==> src/rtl/ile_pkg.sv <==
// Shared types and constants for the indexed list engine.
package ile_pkg;

	localparam int CAPACITY = 64;
	localparam int WORD_W   = 32;
	localparam int IDX_W    = $clog2(CAPACITY);
	localparam int CNT_W    = $clog2(CAPACITY + 1);
	localparam int POS_W    = 7;

	localparam logic [CNT_W-1:0] FULL_COUNT = CNT_W'(CAPACITY);

	typedef enum logic [1:0] {
		FUNC_READ   = 2'd0,
		FUNC_INSERT = 2'd1,
		FUNC_APPEND = 2'd2,
		FUNC_DELETE = 2'd3
	} func_t;

	typedef enum logic [1:0] {
		ST_OK    = 2'd0,
		ST_RANGE = 2'd1,
		ST_FULL  = 2'd2
	} status_t;

	typedef enum logic [1:0] {
		OP_HOLD   = 2'd0,
		OP_INSERT = 2'd1,
		OP_DELETE = 2'd2
	} op_t;

	typedef struct packed {
		logic [1:0]              func;
		logic [POS_W-1:0]        position;
		logic signed [WORD_W-1:0] value;
	} req_t;

	typedef struct packed {
		logic signed [WORD_W-1:0] read_value;
		logic [1:0]              status;
		logic [CNT_W-1:0]        entry_count;
	} rsp_t;

	typedef struct packed {
		logic                     en;
		op_t                      op;
		logic [IDX_W-1:0]         pos;
		logic signed [WORD_W-1:0] value;
	} cell_ctl_t;

endpackage

==> src/rtl/ile_ctrl.sv <==
// Request decode: range and full checks, shift control and next entry count.
module ile_ctrl import ile_pkg::*; (
	input  logic                     fire,
	input  req_t                     req,
	input  logic [CNT_W-1:0]         count,
	output cell_ctl_t                ctl,
	output status_t                  status,
	output logic                     read_hit,
	output logic [CNT_W-1:0]         next_count
);

	logic [POS_W:0] pos_x;
	logic [POS_W:0] cnt_x;
	logic           full;

	assign pos_x = {1'b0, req.position};
	assign cnt_x = (POS_W + 1)'(count);
	assign full  = (count == FULL_COUNT);

	always_comb begin
		ctl.en     = fire;
		ctl.op     = OP_HOLD;
		ctl.pos    = req.position[IDX_W-1:0];
		ctl.value  = req.value;
		status     = ST_OK;
		read_hit   = 1'b0;
		next_count = count;
		case (func_t'(req.func))
			FUNC_READ: begin
				if (pos_x < cnt_x) begin
					read_hit = 1'b1;
				end else begin
					status = ST_RANGE;
				end
			end
			FUNC_INSERT: begin
				if (pos_x > cnt_x) begin
					status = ST_RANGE;
				end else if (full) begin
					status = ST_FULL;
				end else begin
					ctl.op     = OP_INSERT;
					next_count = count + CNT_W'(1);
				end
			end
			FUNC_APPEND: begin
				if (full) begin
					status = ST_FULL;
				end else begin
					ctl.op     = OP_INSERT;
					ctl.pos    = count[IDX_W-1:0];
					next_count = count + CNT_W'(1);
				end
			end
			FUNC_DELETE: begin
				if (pos_x >= cnt_x) begin
					status = ST_RANGE;
				end else begin
					ctl.op     = OP_DELETE;
					next_count = count - CNT_W'(1);
				end
			end
			default: begin
				status = ST_OK;
			end
		endcase
	end

endmodule

==> src/rtl/ile_cell.sv <==
// One list position: holds a word and shifts it to or from its neighbors.
module ile_cell import ile_pkg::*; (
	input  logic                     clk,
	input  cell_ctl_t                ctl,
	input  logic [IDX_W-1:0]         cell_index,
	input  logic signed [WORD_W-1:0] left_word,
	input  logic signed [WORD_W-1:0] right_word,
	output logic signed [WORD_W-1:0] word
);

	logic signed [WORD_W-1:0] word_q;
	logic signed [WORD_W-1:0] word_d;

	always_comb begin
		word_d = word_q;
		case (ctl.op)
			OP_INSERT: begin
				if (cell_index > ctl.pos) begin
					word_d = left_word;
				end else if (cell_index == ctl.pos) begin
					word_d = ctl.value;
				end
			end
			OP_DELETE: begin
				if (cell_index >= ctl.pos) begin
					word_d = right_word;
				end
			end
			default: begin
				word_d = word_q;
			end
		endcase
	end

	always_ff @(posedge clk) begin
		if (ctl.en) begin
			word_q <= word_d;
		end
	end

	assign word = word_q;

endmodule

==> src/rtl/indexed_list_engine.sv <==
// Top level of the indexed list engine: request stage, cell row and response register.
//
// An ordered list of up to 64 signed 32-bit words held in a row of cells.
// Requests enter on req_valid/req_ready with a req struct (func, position,
// value); each request returns exactly one response on rsp_valid/rsp_ready
// with the word read, a status and the entry count after the request.
// A request is captured in a request register; once the response register
// is empty or being taken, the cells compare their own position with the
// request position and shift, load or hold in parallel while the response
// register is loaded. One request is taken per cycle while responses are
// taken; a new request may enter while a finished response is still waiting.
// If the receiver stalls, the response register holds, the request register
// fills, and req_ready drops until the response is taken.
// Reset clears the entry count and all valid flags; the list is then empty.
// Cell contents are not reset; positions at or past the count are never read.
module indexed_list_engine import ile_pkg::*; (
	input  logic clk,
	input  logic arst_n,
	input  logic req_valid,
	output logic req_ready,
	input  req_t req,
	output logic rsp_valid,
	input  logic rsp_ready,
	output rsp_t rsp
);

	req_t                     req_s1;
	logic                     valid_s1;
	logic [CNT_W-1:0]         count_q;
	rsp_t                     rsp_q;
	logic                     rsp_valid_q;
	logic                     advance;
	logic                     fire;
	cell_ctl_t                ctl;
	status_t                  status;
	logic                     read_hit;
	logic [CNT_W-1:0]         next_count;
	logic signed [WORD_W-1:0] cell_word [CAPACITY];
	logic signed [WORD_W-1:0] rd_word;

	assign advance   = !rsp_valid_q || rsp_ready;
	assign fire      = valid_s1 && advance;
	assign req_ready = !valid_s1 || advance;

	always_ff @(posedge clk or negedge arst_n) begin
		if (!arst_n) begin
			valid_s1 <= 1'b0;
		end else if (req_ready) begin
			valid_s1 <= req_valid;
		end
	end

	always_ff @(posedge clk) begin
		if (req_ready && req_valid) begin
			req_s1 <= req;
		end
	end

	ile_ctrl u_ctrl (
		.fire       (fire),
		.req        (req_s1),
		.count      (count_q),
		.ctl        (ctl),
		.status     (status),
		.read_hit   (read_hit),
		.next_count (next_count)
	);

	for (genvar i = 0; i < CAPACITY; i++) begin : g_cell
		logic signed [WORD_W-1:0] left_w;
		logic signed [WORD_W-1:0] right_w;
		if (i == 0) begin : g_head
			assign left_w = '0;
		end else begin : g_mid
			assign left_w = cell_word[i-1];
		end
		if (i == CAPACITY - 1) begin : g_tail
			assign right_w = '0;
		end else begin : g_body
			assign right_w = cell_word[i+1];
		end
		ile_cell u_cell (
			.clk        (clk),
			.ctl        (ctl),
			.cell_index (IDX_W'(i)),
			.left_word  (left_w),
			.right_word (right_w),
			.word       (cell_word[i])
		);
	end

	always_comb begin
		if (read_hit) begin
			rd_word = cell_word[req_s1.position[IDX_W-1:0]];
		end else if (func_t'(req_s1.func) == FUNC_READ) begin
			rd_word = '1;
		end else begin
			rd_word = '0;
		end
	end

	always_ff @(posedge clk or negedge arst_n) begin
		if (!arst_n) begin
			count_q     <= '0;
			rsp_valid_q <= 1'b0;
		end else begin
			if (fire) begin
				count_q     <= next_count;
				rsp_valid_q <= 1'b1;
			end else if (rsp_ready) begin
				rsp_valid_q <= 1'b0;
			end
		end
	end

	always_ff @(posedge clk) begin
		if (fire) begin
			rsp_q.read_value  <= rd_word;
			rsp_q.status      <= status;
			rsp_q.entry_count <= next_count;
		end
	end

	assign rsp_valid = rsp_valid_q;
	assign rsp       = rsp_q;

endmodule

==> config.mk <==
export PLATFORM = sky130hd
export DESIGN_NAME = indexed_list_engine
export DESIGN_NICKNAME = d
export VERILOG_FILES = /design/src/rtl/ile_pkg.sv /design/src/rtl/ile_ctrl.sv /design/src/rtl/ile_cell.sv /design/src/rtl/indexed_list_engine.sv
export SDC_FILE = /design/constraint.sdc
export NUM_CORES = 2
export LEC_CHECK = 0
export BUFFER_PORTS_ARGS = -buffer_cell sky130_fd_sc_hd__buf_2
export CAP_MARGIN = 40
export CORE_MARGIN = 5
export CORE_UTILIZATION = 39
export DETAILED_ROUTE_END_ITERATION = 7
export PLACE_DENSITY = 0.56
export SETUP_SLACK_MARGIN = 0.05
export SLEW_MARGIN = 0
export SYNTH_ARGS = -nofsm -noshare
export SYNTH_HDL_FRONTEND = slang
export SYNTH_SLANG_ARGS = --single-unit
==> constraint.sdc <==
create_clock -name clk -period 6.8 [get_ports clk]
set_clock_uncertainty 0.1 [all_clocks]
set_input_delay 1.02 -clock clk [delete_from_list [all_inputs] [get_ports clk]]
set_output_delay 1.02 -clock clk [all_outputs]
set_load 0.005 [all_outputs]
==> reports/metrics.cfg <==
[status]
outcome=complete, no violations

[timing]
timing.hold.ws_ps=137
fin_setup_tns_ps=0
worst_slew_pin_slew_ps=1210
finalCritPeriodShare_pct=80.4
timing.fmax_mhz=183
finalCriticalPeriod_ps=5460
grt_setup_unrepaired=no
finalWorstSetupSlack_ps=1340
slew_violations=0
setup_viol=0
hold_viol=0
slew_headroom_pct=19.3

[synth]
synth_cell_types=85
yosysTopAreaCellShare_pct=51.3
synth.cell_area_mm2=0.125
netlist_instances=10400
yosysSeqAreaShare_pct=51.5
synthTopCellsByArea=edfxtp_1, mux2i_1, mux4_2
synth_fp_nets=10500
async_reset_ff_share_pct=0.421
yosysTopAreaCell=edfxtp_1
ys_ff_latch=2139
synth_edf_count=2130
synth_flop_cell=edfxtp_1
syn_avg_cell_area_um2=12.0
yosys_warnings=0

[clock_tree]
holdBufCountCts=1
cts.clk_slew.worst_paths_ps=60
cts_htree_levels=4
clock_path_buffers=4
numCtsBuffers=240
ctsResizeCount=0
clk_latency_ps=950
post_cts_buffers=0
clock-root-buffer=clkbuf_16
cts_tree=yes
clock_sinks=2139

[setup_path]
cp_num_buf_inv=4
r2r_start=count_q[1]
critPathTopFamily=compound AO/OA/AOI/OAI gates
crit_chain=inv_1 > ha_1 > nor2b_1 > o21ai_0 > a21oi_1 > o211ai_1 > nand2_1 > a21oi_1 > inv_1 > ha_4 > or2_2 > nand2_1 > o21ai_1 > buf_4 > o21ai_4 > buf_4
cp_max_fo=20
critical_path.slowest_cell=dfrtp_1
critPathLaunchType=flop
critPathArrivalTime_ps=5880
cp.required_ps=7220
setup.worst_path.start=count_q[1]
endpoint_kind=flop
cpPeakStageDelay_ps=660
critPathKind=flop to flop
r2r_slack_ps=1340

[drt]
drt-vias-per-instance=6.08
vias=87200
drtIter0Drc=11300
post_drt_wl_per_cell_um=28.3
routed_wl_mm=407
drcViolationCount=0
ant_nets=0
drtPass1Iterations=6

[floorplan]
start_util_pct=39.2
core_mm2=0.318
io_pins=88
die_h_um=575
fp.dieArea_mm2=0.331
die_w_um=575
core.rowCount=207

[grt]
grt_max_degree=302
grt_remaining_overflow=0
first_global_vias=82200
grt_pass1_wl_mm=594
track_usage_pct=23.6
antenna_found_initial=17

[final_layout]
design_area_mm2=0.138
fillers=29100
seqCellArea_mm2=0.0642
fin_util_pct=43.2
area_delta_synth_final_pct=10.3
final_nets=10000
drive_gt1_share_pct=16.0
multi_input_comb_area_mm2=0.0572

[power_and_ir_drop]
p_leak_nw=46.5
peakVddDrop_v=0.000249
powerDensity_mw_per_mm2=327

[hold_path]
hp-class=input pin to flop
min-delay-start=req[21]

[placed_design]
dp_slack_ps=1410
portBuffers=87
routabilityCongestion=0.877
dpl.hpwl_mm=268
dpl_cell_area_mm2=0.130

[run]
cap_violations=0

-- metrics by stage --
step,power [mW],cells
floorplan,27.3,10400
global placement,31.7,13900
detailed placement,32.2,13900
CTS,45.0,14400
global route,46.7,14400
finish,45.0,14400
-- kinds of logic (layout without fill, tap and decap cells) --
family                   Yosys count  in the layout  synth area share [%]
other                              0              5                     0
adder cells (fa/ha/maj)           12             12                 0.120
flip-flops                      2139           2139                  51.5
AND/OR/NAND/NOR                 2219           2219                  6.94
XOR/XNOR                           4              4                0.0281
multiplexers                    2729           2729                  28.5
buffers and inverters           1096            838                  3.56
AO/OA/AOI/OAI                   2231           2231                  9.35
-- layer usage --
metal | wire [um] | global-route usage, % | up-vias | share of wire [%]
met2 | 182000 | 36.1 | 4160 | 45
met5 | 23 | 0 | - | 0.0057
met1 | 177000 | 34.9 | 44200 | 44
met4 | 10600 | 5.54 | 4 | 2.6
met3 | 36600 | 4.38 | 503 | 9.0
li1 | - | - | 38400 | -
-- state kept, by name, summed over array words and instances, names as in the netlist --
signal	flops
g_cell.u_cell.word	2048
rsp_valid	1
valid_s1	1
rsp	41
count_q	7
req_s1	41
-- final timing paths --
check	to	cells past startpoint
max in group asynchronous	valid_s1	2
max reg2reg	g_cell[50].u_cell.word[6]	16
min in group asynchronous	count_q[4]	2
min	req_s1[21]	1
min reg2reg	rsp_valid	1
max	g_cell[50].u_cell.word[6]	16
-- report_power, final --
group	leakage (nW)	switching (mW)	internal, mW	total, mW
Combinational	23.0	7.77	4.49	12.3
Sequential	19.8	1.77	18.1	19.9
Clock	3.64	5.60	7.20	12.8
Total	46.5	15.1	29.8	45.0
-- Yosys cell counts, types with 30 or more instances --
master and count:
a21oi_1 184, buf_1 170, buf_2 161, buf_4 30, clkbuf_1 712, edfxtp_1 2130
mux2_1 30, mux2_2 134, mux2i_1 1923, mux4_2 640, nand2_1 2039, nor2_1 58
nor2b_1 36, o21ai_0 1834, o21ai_1 83, o221ai_1 33
-- area by class of cell --
class                           count  area share, %
Sequential cell                  2139           46.7
Multi-Input combinational cell   7195           41.6
Clock buffer                      312           4.63
Tap cell                         4180           3.80
Timing Repair Buffer              387           2.44
Clock inverter                    117          0.794
Inverter                           22         0.0655
Antenna cell                        5        0.00910
-- cells in the final DEF (no fill, tap or decap), types with 11 or more instances in the layout --
master     count
a21oi_4       36
o221ai_1      33
mux2_2       134
o21ai_0     1828
a21oi_1      150
clkinv_1      45
mux2_1        30
buf_16        12
edfxtp_1    2130
nor2_4        21
clkbuf_16    243
nand3_1       19
nand2_1     2029
a31oi_4       17
clkbuf_1      66
clkinv_2      42
bufinv_16     17
nor2_1        37
o21ai_1       79
buf_4        251
nor2b_1       36
mux2i_1     1923
buf_2         88
inv_1         17
o21ai_4       11
buf_12        34
mux4_2       640
ha_1          11
(Power assumes the default switching activity.)
